[config.mk]
export PLATFORM = sky130hd
export DESIGN_NAME = sorted_window_trimmed_mean_top
export DESIGN_NICKNAME = d
export VERILOG_FILES = /design/src/hw/rtl/swtm_pkg.sv /design/src/hw/rtl/sorted_window_trimmed_mean_top.sv /design/src/hw/rtl/swtm_div.sv /design/src/hw/rtl/swtm_dpath.sv /design/src/hw/rtl/swtm_ctrl.sv
export SDC_FILE = /design/constraint.sdc
export NUM_CORES = 2
export LEC_CHECK = 0
export BUFFER_PORTS_ARGS = -buffer_cell sky130_fd_sc_hd__buf_4
export CORE_MARGIN = 2
export CORE_UTILIZATION = 40
export CTS_CLUSTER_SIZE = 10
export DETAILED_ROUTE_END_ITERATION = 12
export PLACE_DENSITY_LB_ADDON = 0.15
export SYNTH_ARGS = -nofsm -noshare
export SYNTH_HDL_FRONTEND = slang
export SYNTH_SLANG_ARGS = --single-unit
[constraint.sdc]
create_clock -name clock -period 13.75 [get_ports clock]
set_clock_uncertainty 0.2 [all_clocks]
set_input_delay 0.6875 -clock clock [delete_from_list [all_inputs] [get_ports clock]]
set_output_delay 0.6875 -clock clock [all_outputs]
set_load 0.1 [all_outputs]
[src/hw/rtl/swtm_pkg.sv]
package swtm_pkg;

   localparam int unsigned WINDOW_MAX = 64;
   localparam int unsigned SAMPLE_W   = 24;
   localparam int unsigned LEN_CFG_W  = 7;
   localparam int unsigned CSR_ADDR_W = 3;
   localparam int unsigned CSR_DATA_W = 32;

   localparam logic [LEN_CFG_W-1:0] LEN_RESET = 7'd16;

   // register index, taken from paddr above the byte offset
   localparam logic [CSR_ADDR_W-3:0] REG_WINDOW_LEN = '0;

   typedef enum logic [1:0] {
      DIR_NONE  = 2'd0,
      DIR_RIGHT = 2'd1,
      DIR_LEFT  = 2'd2
   } dir_type;

   typedef struct packed {
      logic accept;
      logic r_rd;
      logic r_cmp;
      logic l_rd;
      logic l_cmp;
      logic wr;
      logic sum_issue;
      logic div_start;
      logic out_load;
   } cmd_type;

   typedef struct packed {
      logic r_ok;
      logic r_move;
      logic l_ok;
      logic l_move;
      logic sum_last;
      logic div_busy;
   } status_type;

endpackage

[src/hw/rtl/sorted_window_trimmed_mean_top.sv]
// channel   dir  handshake                       payload
// req       in   req_valid / req_stall           req_sample (24 b signed)
// rsp       out  rsp_valid / rsp_stall           rsp_trimmed_mean (24 b signed)
// csr       in   csr_psel/penable/pwrite, pready window_len at address 0
//
// One item at a time: a transfer is taken only in the idle state, and the next
// waits until the walk, sum, divide and output load of the last one are through.
// The sum is SUM_W = 24 + log2(WMAX/2) bits wide (29 at the default 64).
// A walk step is a read and a compare state on the single-port window memory,
// the sum one memory read a cycle, the divide one quotient bit a cycle.
// Reset clears the per-entry valid bits at once; no clearing pass.
// A new transfer is taken while a result waits under rsp_stall.
module sorted_window_trimmed_mean_top import swtm_pkg::*; #(
   parameter int unsigned WMAX = WINDOW_MAX
) (
   input  logic                       clock,
   input  logic                       reset,
   input  logic                       req_valid,
   output logic                       req_stall,
   input  logic signed [SAMPLE_W-1:0] req_sample,
   output logic                       rsp_valid,
   input  logic                       rsp_stall,
   output logic signed [SAMPLE_W-1:0] rsp_trimmed_mean,
   input  logic                       csr_psel,
   input  logic                       csr_penable,
   input  logic                       csr_pwrite,
   input  logic [CSR_ADDR_W-1:0]      csr_paddr,
   input  logic [CSR_DATA_W-1:0]      csr_pwdata,
   output logic [CSR_DATA_W-1:0]      csr_prdata,
   output logic                       csr_pready
);

   logic [LEN_CFG_W-1:0] len_ff, len_in;
   logic                 len_sel;
   cmd_type              cmd;
   status_type           st;

   assign csr_pready = 1'b1;
   assign len_sel    = csr_paddr[CSR_ADDR_W-1:2] == REG_WINDOW_LEN;

   always_comb begin
      len_in = len_ff;
      if (csr_psel && csr_penable && csr_pwrite && csr_pready && len_sel) begin
         len_in = csr_pwdata[LEN_CFG_W-1:0];
      end
   end

   always_ff @(posedge clock) begin
      if (reset) begin
         len_ff <= LEN_RESET;
      end else begin
         len_ff <= len_in;
      end
   end

   assign csr_prdata = len_sel ? CSR_DATA_W'(len_ff) : '0;

   swtm_ctrl u_ctrl (
      .clock    (clock),
      .reset    (reset),
      .req_valid(req_valid),
      .req_stall(req_stall),
      .rsp_valid(rsp_valid),
      .rsp_stall(rsp_stall),
      .st       (st),
      .cmd      (cmd)
   );

   swtm_dpath #(
      .WMAX(WMAX)
   ) u_dpath (
      .clock           (clock),
      .reset           (reset),
      .window_len      (len_ff),
      .req_sample      (req_sample),
      .cmd             (cmd),
      .st              (st),
      .rsp_trimmed_mean(rsp_trimmed_mean)
   );

endmodule

[src/hw/rtl/swtm_div.sv]
module swtm_div import swtm_pkg::*; #(
   parameter int unsigned DIVIDEND_W = 29,
   parameter int unsigned DIVISOR_W  = 6
) (
   input  logic                  clock,
   input  logic                  reset,
   input  logic                  start,
   input  logic [DIVIDEND_W-1:0] dividend,
   input  logic [DIVISOR_W-1:0]  divisor,
   output logic                  busy,
   output logic [DIVIDEND_W-1:0] quotient
);

   localparam int unsigned CNT_W = $clog2(DIVIDEND_W + 1);

   logic                  busy_ff, busy_in;
   logic [CNT_W-1:0]      cnt_ff, cnt_in;
   logic [DIVIDEND_W-1:0] q_ff, q_in;
   logic [DIVISOR_W-1:0]  rem_ff, rem_in;
   logic [DIVISOR_W-1:0]  dvs_ff, dvs_in;
   logic [DIVISOR_W:0]    rem_sh;
   logic [DIVISOR_W:0]    rem_sub;

   // restoring division, one quotient bit a cycle
   always_comb begin
      busy_in = busy_ff;
      cnt_in  = cnt_ff;
      q_in    = q_ff;
      rem_in  = rem_ff;
      dvs_in  = dvs_ff;
      rem_sh  = {rem_ff, q_ff[DIVIDEND_W-1]};
      rem_sub = rem_sh - {1'b0, dvs_ff};
      if (start) begin
         busy_in = 1'b1;
         cnt_in  = CNT_W'(DIVIDEND_W);
         q_in    = dividend;
         rem_in  = '0;
         dvs_in  = divisor;
      end else if (busy_ff) begin
         if (rem_sh >= {1'b0, dvs_ff}) begin
            rem_in = rem_sub[DIVISOR_W-1:0];
            q_in   = {q_ff[DIVIDEND_W-2:0], 1'b1};
         end else begin
            rem_in = rem_sh[DIVISOR_W-1:0];
            q_in   = {q_ff[DIVIDEND_W-2:0], 1'b0};
         end
         cnt_in = cnt_ff - 1'b1;
         if (cnt_ff == CNT_W'(1)) begin
            busy_in = 1'b0;
         end
      end
   end

   always_ff @(posedge clock) begin
      if (reset) begin
         busy_ff <= 1'b0;
         cnt_ff  <= '0;
      end else begin
         busy_ff <= busy_in;
         cnt_ff  <= cnt_in;
      end
   end

   always_ff @(posedge clock) begin
      q_ff   <= q_in;
      rem_ff <= rem_in;
      dvs_ff <= dvs_in;
   end

   assign busy     = busy_ff;
   assign quotient = q_ff;

endmodule

[src/hw/rtl/swtm_dpath.sv]
module swtm_dpath import swtm_pkg::*; #(
   parameter int unsigned WMAX = WINDOW_MAX
) (
   input  logic                       clock,
   input  logic                       reset,
   input  logic [LEN_CFG_W-1:0]       window_len,
   input  logic signed [SAMPLE_W-1:0] req_sample,
   input  cmd_type                    cmd,
   output status_type                 st,
   output logic signed [SAMPLE_W-1:0] rsp_trimmed_mean
);

   localparam int unsigned PTR_W  = $clog2(WMAX);
   localparam int unsigned LEN_W  = $clog2(WMAX + 1);
   localparam int unsigned HALF_W = $clog2(WMAX / 2 + 1);
   localparam int unsigned SUM_W  = SAMPLE_W + $clog2(WMAX / 2);

   logic [LEN_W-1:0] n_len, n_m1, start_idx, half_len, p_inc, sum_idx;
   logic [PTR_W-1:0] p_new, rd_addr;

   logic [PTR_W-1:0] ptr_ff, ptr_in;
   logic [PTR_W-1:0] p_ff, p_in;
   logic [PTR_W-1:0] pos_ff, pos_in;
   dir_type          dir_ff, dir_in;
   logic signed [SAMPLE_W-1:0] s_ff, s_in;

   logic signed [SAMPLE_W-1:0] mem [WMAX];
   logic [WMAX-1:0]            vld_ff, vld_in;
   logic signed [SAMPLE_W-1:0] rdata_ff;
   logic                       rvld_ff;
   logic signed [SAMPLE_W-1:0] rd_val, wdata;
   logic                       rd_en, we;

   logic [LEN_W-1:0]        cnt_ff, cnt_in;
   logic                    pend_ff;
   logic signed [SUM_W-1:0] acc_ff, acc_in;
   logic signed [SUM_W-1:0] acc_neg;
   logic                    neg_ff, neg_in;
   logic [SUM_W-1:0]        quot;
   logic [SUM_W-1:0]        mean_full;
   logic signed [SAMPLE_W-1:0] mean_ff;

   always_comb begin
      if (32'(window_len) < 32'd2) begin
         n_len = LEN_W'(2);
      end else if (32'(window_len) > WMAX) begin
         n_len = LEN_W'(WMAX);
      end else begin
         n_len = LEN_W'(window_len);
      end
   end

   assign n_m1      = n_len - 1'b1;
   assign start_idx = n_len >> 2;
   assign half_len  = n_len >> 1;
   assign p_inc     = LEN_W'(ptr_ff) + LEN_W'(1);
   assign p_new     = (p_inc >= n_len) ? '0 : p_inc[PTR_W-1:0];
   assign sum_idx   = start_idx + cnt_ff;

   always_comb begin
      if (cmd.r_rd) begin
         rd_addr = pos_ff + 1'b1;
      end else if (cmd.l_rd) begin
         rd_addr = pos_ff - 1'b1;
      end else begin
         rd_addr = sum_idx[PTR_W-1:0];
      end
   end

   assign rd_en  = cmd.r_rd | cmd.l_rd | cmd.sum_issue;
   assign rd_val = rvld_ff ? rdata_ff : '0;

   assign st.r_ok     = LEN_W'(pos_ff) < n_m1;
   assign st.l_ok     = pos_ff != '0;
   assign st.r_move   = s_ff > rd_val;
   assign st.l_move   = s_ff < rd_val;
   assign st.sum_last = cnt_ff == (half_len - 1'b1);

   // the moving sample stays in s_ff; neighbours shift into the hole
   assign we    = (cmd.r_cmp & st.r_move) | (cmd.l_cmp & st.l_move) | cmd.wr;
   assign wdata = cmd.wr ? s_ff : rd_val;

   always_comb begin
      vld_in = vld_ff;
      if (we) begin
         vld_in[pos_ff] = 1'b1;
      end
   end

   always_ff @(posedge clock) begin
      if (we) begin
         mem[pos_ff] <= wdata;
      end
      if (rd_en) begin
         rdata_ff <= mem[rd_addr];
         rvld_ff  <= vld_ff[rd_addr];
      end
   end

   always_comb begin
      s_in   = s_ff;
      p_in   = p_ff;
      pos_in = pos_ff;
      dir_in = dir_ff;
      ptr_in = ptr_ff;
      if (cmd.accept) begin
         s_in   = req_sample;
         p_in   = p_new;
         pos_in = p_new;
         dir_in = DIR_NONE;
      end
      if (cmd.r_cmp && st.r_move) begin
         pos_in = pos_ff + 1'b1;
         dir_in = DIR_RIGHT;
      end
      if (cmd.l_cmp && st.l_move) begin
         pos_in = pos_ff - 1'b1;
         dir_in = DIR_LEFT;
      end
      if (cmd.wr) begin
         if (p_ff == '0 && dir_ff == DIR_RIGHT) begin
            ptr_in = n_m1[PTR_W-1:0];
         end else if (LEN_W'(p_ff) == n_m1 && dir_ff == DIR_LEFT) begin
            ptr_in = '0;
         end else if (dir_ff == DIR_RIGHT) begin
            ptr_in = p_ff - 1'b1;
         end else if (dir_ff == DIR_LEFT) begin
            ptr_in = p_ff + 1'b1;
         end else begin
            ptr_in = p_ff;
         end
      end
   end

   always_comb begin
      cnt_in = cnt_ff;
      acc_in = acc_ff;
      if (cmd.wr) begin
         cnt_in = '0;
         acc_in = '0;
      end else begin
         if (cmd.sum_issue) begin
            cnt_in = cnt_ff + 1'b1;
         end
         if (pend_ff) begin
            acc_in = acc_ff + SUM_W'(rd_val);
         end
      end
   end

   assign acc_neg = -acc_ff;
   assign neg_in  = cmd.div_start ? acc_ff[SUM_W-1] : neg_ff;

   swtm_div #(
      .DIVIDEND_W(SUM_W),
      .DIVISOR_W (HALF_W)
   ) u_div (
      .clock   (clock),
      .reset   (reset),
      .start   (cmd.div_start),
      .dividend(acc_ff[SUM_W-1] ? acc_neg : acc_ff),
      .divisor (half_len[HALF_W-1:0]),
      .busy    (st.div_busy),
      .quotient(quot)
   );

   assign mean_full = neg_ff ? (~quot + 1'b1) : quot;

   always_ff @(posedge clock) begin
      if (reset) begin
         ptr_ff  <= '0;
         vld_ff  <= '0;
         pend_ff <= 1'b0;
      end else begin
         ptr_ff  <= ptr_in;
         vld_ff  <= vld_in;
         pend_ff <= cmd.sum_issue;
      end
   end

   always_ff @(posedge clock) begin
      s_ff   <= s_in;
      p_ff   <= p_in;
      pos_ff <= pos_in;
      dir_ff <= dir_in;
      cnt_ff <= cnt_in;
      acc_ff <= acc_in;
      neg_ff <= neg_in;
      if (cmd.out_load) begin
         mean_ff <= mean_full[SAMPLE_W-1:0];
      end
   end

   assign rsp_trimmed_mean = mean_ff;

endmodule

[src/hw/rtl/swtm_ctrl.sv]
module swtm_ctrl import swtm_pkg::*; (
   input  logic       clock,
   input  logic       reset,
   input  logic       req_valid,
   output logic       req_stall,
   output logic       rsp_valid,
   input  logic       rsp_stall,
   input  status_type st,
   output cmd_type    cmd
);

   typedef enum logic [10:0] {
      S_IDLE   = 11'b000_0000_0001,
      S_R_RD   = 11'b000_0000_0010,
      S_R_CMP  = 11'b000_0000_0100,
      S_L_RD   = 11'b000_0000_1000,
      S_L_CMP  = 11'b000_0001_0000,
      S_WRITE  = 11'b000_0010_0000,
      S_SUM    = 11'b000_0100_0000,
      S_ACC    = 11'b000_1000_0000,
      S_DIV_LD = 11'b001_0000_0000,
      S_DIV    = 11'b010_0000_0000,
      S_OUT    = 11'b100_0000_0000
   } state_type;

   state_type state_ff, state_in;
   logic      rsp_valid_ff, rsp_valid_in;

   always_comb begin
      state_in = state_ff;
      cmd      = '0;
      case (state_ff)
         S_IDLE: begin
            cmd.accept = req_valid;
            if (req_valid) begin
               state_in = S_R_RD;
            end
         end
         S_R_RD: begin
            cmd.r_rd = st.r_ok;
            state_in = st.r_ok ? S_R_CMP : S_L_RD;
         end
         S_R_CMP: begin
            cmd.r_cmp = 1'b1;
            state_in  = st.r_move ? S_R_RD : S_L_RD;
         end
         S_L_RD: begin
            cmd.l_rd = st.l_ok;
            state_in = st.l_ok ? S_L_CMP : S_WRITE;
         end
         S_L_CMP: begin
            cmd.l_cmp = 1'b1;
            state_in  = st.l_move ? S_L_RD : S_WRITE;
         end
         S_WRITE: begin
            cmd.wr   = 1'b1;
            state_in = S_SUM;
         end
         S_SUM: begin
            cmd.sum_issue = 1'b1;
            if (st.sum_last) begin
               state_in = S_ACC;
            end
         end
         S_ACC: begin
            state_in = S_DIV_LD;
         end
         S_DIV_LD: begin
            cmd.div_start = 1'b1;
            state_in      = S_DIV;
         end
         S_DIV: begin
            if (!st.div_busy) begin
               state_in = S_OUT;
            end
         end
         S_OUT: begin
            if (!rsp_valid_ff || !rsp_stall) begin
               cmd.out_load = 1'b1;
               state_in     = S_IDLE;
            end
         end
         default: begin
            state_in = S_IDLE;
         end
      endcase
   end

   always_comb begin
      if (cmd.out_load) begin
         rsp_valid_in = 1'b1;
      end else if (rsp_stall) begin
         rsp_valid_in = rsp_valid_ff;
      end else begin
         rsp_valid_in = 1'b0;
      end
   end

   always_ff @(posedge clock) begin
      if (reset) begin
         state_ff     <= S_IDLE;
         rsp_valid_ff <= 1'b0;
      end else begin
         state_ff     <= state_in;
         rsp_valid_ff <= rsp_valid_in;
      end
   end

   assign req_stall = state_ff != S_IDLE;
   assign rsp_valid = rsp_valid_ff;

   a_r_cmp_after_read: assert property (@(posedge clock) disable iff (reset)
      state_ff == S_R_CMP |-> $past(state_ff) == S_R_RD)
      else $error("right compare without a read issued");

   a_l_cmp_after_read: assert property (@(posedge clock) disable iff (reset)
      state_ff == S_L_CMP |-> $past(state_ff) == S_L_RD)
      else $error("left compare without a read issued");

   a_acc_after_sum: assert property (@(posedge clock) disable iff (reset)
      state_ff == S_ACC |-> $past(state_ff) == S_SUM && $past(st.sum_last))
      else $error("sum closed early");

   a_rsp_from_out: assert property (@(posedge clock) disable iff (reset)
      $rose(rsp_valid_ff) |-> $past(state_ff) == S_OUT && !st.div_busy)
      else $error("result raised outside output state");

endmodule
[Word level (Yosys, flattened, before mapping)]
Memories as Yosys holds them, arrays and structs flattened. A register that Yosys moved wholly into a read port is not among the register bits.
Cells that the tools add are included.
Word-level totals
  memories kept: 1
  flip-flop bits (word level): 237
  logic and storage cells: 150
  output and inout port bits: 59
  input bits: 66
  latch bits: 0
  bits in writable memories: 1536
  memory bits (read-only): 0
Memories
  u_dpath.mem: words 64, width 24, read ports 1, clocked after Yosys merged registers in 1, write ports 1, RTL line swtm_dpath.sv:27  | logic signed [SAMPLE_W-1:0] mem [WMAX];
Operators by class
  magnitude comparators: 10
  reduce and logical (&&, ||, !) cells: 18
  add/sub/neg operators: 14
  equal/unequal tests: 22
  muxes and demuxes: 55
  shift operators: 0
  div/mod/pow operators: 0
  bitwise gates (word level): 9
  multiply operators: 0
Operators by type and width (count)
  case mux 11 bit (11 select lines): 1
  two-way mux 29 bit: 3
  two-way mux 6 bit: 13
  two-way mux 24 bit: 3
  OR 64 bit: 1
  two-way mux 11 bit: 4
  adder 29 x 24 -> 29 bit: 1
  negation 29 bit: 1
  adder 24 x 1 -> 24 bit (second input constant): 1
  > comparator 24 bit: 1
  < comparator 24 bit: 1
  inverter 24 bit: 1
  two-way mux 7 bit: 3
  two-way mux 1 bit: 20
  < comparator 6 x 7 -> 1 bit (second input constant): 2
  adder 6 x 1 -> 6 bit (second input constant): 2
  subtractor 6 x 1 -> 6 bit (second input constant): 2
  equality test 11 x 1 -> 1 bit (second input constant): 1
  equality test 11 x 10 -> 1 bit (second input constant): 1
  equality test 11 bit (second input constant): 1
  equality test 11 x 2 -> 1 bit (second input constant): 1
  equality test 11 x 3 -> 1 bit (second input constant): 1
  equality test 11 x 4 -> 1 bit (second input constant): 1
  equality test 11 x 5 -> 1 bit (second input constant): 1
  42 further kinds: 61

[Depth between registers and ports, before layout]
  word-level depth: 9
  depth in mapped cells: 23
  gate-level depth less buffers: 18

[Cells and area by module]
From an unflattened synthesis, not the netlist that was laid out.
Unflattened totals
  cells, all modules: 4205
  area, all modules: 74729.2 um^2
By module, submodules not included
  swtm_dpath: cells an instance 3866, area each 71036.9 um^2, sequential area each 50888.8 um^2, times used 1
  swtm_div: cells an instance 174, area each 2287.2 um^2, sequential area each 1291.2 um^2, times used 1
  swtm_ctrl: cells an instance 99, area each 823.3 um^2, sequential area each 240.2 um^2, times used 1
  sorted_window_trimmed_mean_top: cells an instance 66, area each 581.8 um^2, sequential area each 140.1 um^2, times used 1

[Worst setup path before layout]
No wires, ideal clock.
  path kind: reg2reg
  from: register u_dpath.rvld_ff
  to: memory u_dpath.mem[54][0] (enable)
  setup time: 405 ps
  arrival: 4857 ps
  required time: 13145 ps
  path buffers: 2
  setup slack: 8288 ps
  clock period less this slack: 5462 ps
  stages on the path, launching flop included: 17
  cell sequence: edfxtp_1 -> clkbuf_1 -> nand2_1 -> ha_1 -> a21o_1 -> a21o_1 -> a21o_1 -> a21o_1 -> a221o_1 -> a221o_1 -> a21oi_1 -> nor4bb_1 -> o21ai_0 -> o211ai_1 -> clkbuf_1 -> nand3_1 -> nor2_1
Between the ends
  word-level cells in the longest chain between the ends: 7
  elaborated cells between the ends (all ways): 9
  classes of those cells: 2 x order compare; 3 x mux; 4 x bitwise
Ends and longest elaborated chain
  from (decl): RTL line swtm_dpath.sv:30  | logic rvld_ff;
  from (signal assigned): RTL line swtm_dpath.sv:96  | rvld_ff <= vld_ff[rd_addr];
  two-way mux 24 bit (*): RTL line swtm_dpath.sv:71  | assign rd_val = rvld_ff ? rdata_ff : '0;
  > comparator 24 bit / < comparator 24 bit (equally long branches): RTL line swtm_dpath.sv:75, swtm_dpath.sv:76
  bitwise AND 1 bit: RTL line swtm_dpath.sv:80  | assign we = (cmd.r_cmp & st.r_move) | (cmd.l_cmp & st.l_move) | cmd.wr;
  OR 1 bit (*) (2 in a row): RTL line swtm_dpath.sv:80
  two-way mux 1 bit (*): RTL line swtm_dpath.sv:91  | if (we) begin
  two-way mux 1 bit (not written as such) (*): RTL line swtm_dpath.sv:92  | mem[pos_ff] <= wdata;
  to (decl): RTL line swtm_dpath.sv:27
Mark *: on every way between the ends. The rest lies on a longest branch, timed or not.

[Worst setup path after layout]
  from: register len_ff[3]
  to: register u_dpath.rdata_ff[20], read port of u_dpath.mem (data pin)
Between the ends
  word-level cells in the longest chain between the ends: 8
  elaborated cells between the ends (all ways): 12
  classes of those cells: 2 x add/sub; 3 x order compare; 5 x mux; 2 x bitwise
Ends and longest elaborated chain
  from (decl): RTL line sorted_window_trimmed_mean_top.sv:33  | logic [LEN_CFG_W-1:0] len_ff, len_in;
  from (signal assigned): RTL line sorted_window_trimmed_mean_top.sv:52  | len_ff <= len_in;
  > comparator 7 bit: RTL line swtm_dpath.sv:46  | end else if (32'(window_len) > WMAX) begin
  two-way mux 7 bit: RTL line swtm_dpath.sv:46
  two-way mux 7 bit (*): RTL line swtm_dpath.sv:44  | if (32'(window_len) < 32'd2) begin
  subtractor 7 x 1 -> 7 bit: RTL line swtm_dpath.sv:53  | assign n_m1 = n_len - 1'b1;
  < comparator 6 x 7 -> 1 bit: RTL line swtm_dpath.sv:73  | assign st.r_ok = LEN_W'(pos_ff) < n_m1;
  two-way mux 1 bit: RTL line swtm_ctrl.sv:32  | case (state_ff)
  OR 1 bit (2 in a row): RTL line swtm_dpath.sv:70  | assign rd_en = cmd.r_rd | cmd.l_rd | cmd.sum_issue;
  to (decl): RTL line swtm_dpath.sv:29  | logic signed [SAMPLE_W-1:0] rdata_ff;
Marks and branches as above.
A chain may end at the register's enable or synchronous reset.

==> out/metrics.yaml <==
status: "complete, no violations"
io_buffers: 71
numCtsBuffers: 204
top_level_ports: 125
ctsRootBufferMaster: "clkbuf_16"
synth_area_leaders: "edfxtp_1 (66%), mux2i_1 (4.7%), nand2_1 (4.4%), dfxtp_1 (3.7%), mux2_2 (1.5%)"
rsz0062_at_grt: "false"
grtUsageTotal: 0.220
hold_violations: 0
avgViaCountPerCell: 5.61
cp-start-kind: "flop"
synth_cell_types: 84
ys_ff_latch: 1797
startpoint: "len_ff[3]"
hp-start: "req_valid"
period_needed_ps: 9160
route.vias.total: 46069
n_antenna_cell: 0
synth-edff-count: 1657
final.setup.tns_ps: 0
layout_setup_ws_ps: 4590
drv_slew: 0
drive_gt1_frac: 0.129
syn_area_um2: 75200
fill_cells: 16654
coreArea_um2: 187000
ys_warn_count: 0
hold_path_class: "in2reg"
nets: 5788
tightest_slew_ps: 1410
yosysTopAreaCell: "edfxtp_1"
crit_fanout: 36
cellPowerDensity_nw_per_um2: 143
grt_pass1_wl_mm: 308
htreeDepth: 4
finalWirelength_mm: 214
regArea_um2: 52600
report.final.setup_viol: 0
layout_common_cells: "edfxtp_1 (1657), nand2_1 (871), mux2i_1 (352)"
r2r-start: "len_ff[3]"
die_width_um: 438
max-slew-margin-rel: 0.0509
die_height_um: 438
period_share: 0.666
clk_path_buf_depth: 3
irDropWorstVdd_mv: 0.127
antenna_found_initial: 8
initial_core_util: 0.401
ant_nets: 0
grt_overflow: 0
async_flop_share: 0
wl_per_cell_um: 26.1
cts.sinks: 1797
die-area_um2: 192000
drc_errors: 0
syn_inst: 5454
multi_input_area_um2: 21300
p_leak_uw: 0.0306
worstPathArrival_ps: 9500
synth_top_area_share: 0.661
synth-seq-area-share: 0.699
timing.fmax_mhz: 109
worstSetupPathType: "reg2reg"
rows: 159
ys.flop_type: "edfxtp_1"
drt_iter0_markers: 4099
dp_slack_ps: 4700
cts_tree: "yes"
layout_commonest_cell: "edfxtp_1"
clk_latency_ps: 850
grt_max_degree: 128
area_delta_synth_final_pct: 13.6
drt-pass1-iter-count: 5
post-cts-setup-buffer-count: 0
worstPathRequired_ps: 14090
grt_pass1_vias: 44298
clk_pin_slew_ps: 60
dp_hpwl_mm: 126
avgSynthCellArea_um2: 13.8
place.gp.congestion: 0.810
crit_path_end_kind: "flop"
drv_cap: 0
-- Yosys cell counts (74+ instances only) --
| cell | count |
|---|---|
| dfxtp_1 | 140 |
| clkbuf_1 | 195 |
| a311oi_1 | 75 |
| o21ai_0 | 126 |
| mux2_2 | 100 |
| ha_1 | 87 |
| inv_1 | 132 |
| nor2_1 | 208 |
| mux2i_1 | 352 |
| and3_1 | 129 |
| nand2_1 | 872 |
| edfxtp_1 | 1657 |
| nand3_1 | 96 |
| a21oi_1 | 156 |
| o22ai_1 | 178 |
| buf_2 | 74 |
-- kinds of logic (layout without fill, tap and decap cells) --
logic type | after synthesis | count (layout) | synth area share
DFF | 1797 | 1797 | 0.699
xor gates and xnor gates | 116 | 116 | 0.0135
adders and majority gates | 91 | 91 | 0.0154
buffers and inverters | 467 | 700 | 0.0271
AOI/OAI and AO/OA | 907 | 907 | 0.0821
other | 2 | 26 | 0.0000998
muxes | 479 | 479 | 0.0670
and+or+nand+nor | 1595 | 1595 | 0.0961
-- stage by stage --
step / hold slack [ps] / instances / instance area, µm² / utilization / total power (µW)
6_report: 130 / 8206 / 85500 / 0.456 / 12200
5_1_grt: 109 / 8206 / 85500 / 0.456 / 12700
3_3_place_gp: 251 / 7886 / 79400 / 0.424 / 7500
2_1_floorplan: 237 / 5478 / 75300 / - / 7030
3_5_place_dp: 262 / 7886 / 79400 / 0.424 / 7500
4_1_cts: 50.9 / 8206 / 85500 / 0.456 / 12400
-- per-layer routing --
metal / up-vias / track usage / routed length, µm
met1: 23418 / 0.295 / 92400
met4: 0 / 0.0716 / 6850
li1: 20969 / - / -
met2: 1357 / 0.365 / 103000
met5: - / 0 / 0
met3: 325 / 0.0338 / 11600
-- sequential cells by signal, indices dropped and copies added (netlist names), 6 cells and up --
register,count
u_dpath.mem,1536
u_dpath.vld_ff,64
u_dpath.acc_ff,29
u_dpath.u_div.quotient,29
u_dpath.rdata_ff,24
u_dpath.rsp_trimmed_mean,24
u_dpath.s_ff,24
u_ctrl.state_ff,11
len_ff,7
u_dpath.cnt_ff,7
u_dpath.p_ff,6
u_dpath.pos_ff,6
u_dpath.ptr_ff,6
u_dpath.u_div.dvs_ff,6
u_dpath.u_div.rem_ff,6
-- worst max-delay path, cell delays in order, from the launching register on --
cell and delay (ps):
dfxtp_1 370, nor4_1 660, o21ai_0 510, ha_1 430, inv_1 150, nor3_1 90, xnor2_1 390, inv_1 80
ha_1 280, inv_1 80, o311ai_4 790, mux2i_2 130, buf_4 220, nor2_4 730, buf_4 590, buf_4 630
mux2_1 380, a32o_1 200, or4_1 620, nor4_1 1100, nand4_1 160
-- path summary, 6_finish.rpt --
check / end / slack (ps) / cells past startpoint
max: u_dpath.rdata_ff[20] / 4590 / 20
min: u_dpath.dir_ff[0] / 130 / 4
max reg2reg: u_dpath.rdata_ff[20] / 4590 / 20
min reg2reg: u_dpath.vld_ff[45] / 270 / 2
-- power by group --
part	switching, µW	internal, µW
logic	902	392
registers	70.9	6040
clock network	2100	2740
total	3070	9180
-- layout make-up --
type | instances | share of cell area
sequential | 1797 | 0.615
tap | 2495 | 0.0365
clock inverter | 28 | 0.00427
timing repair buffer | 279 | 0.0261
clock buffer | 257 | 0.0630
inverter | 136 | 0.00597
multi-input combinational | 3214 | 0.249
-- what timing repair did --
item	in CTS	in global routing
endpoints found under the hold margin	34	0
hold buffers	35	0
resized for setup	0	0
setup endpoints to repair	0	0
Power figures use the tool's default switching activity.
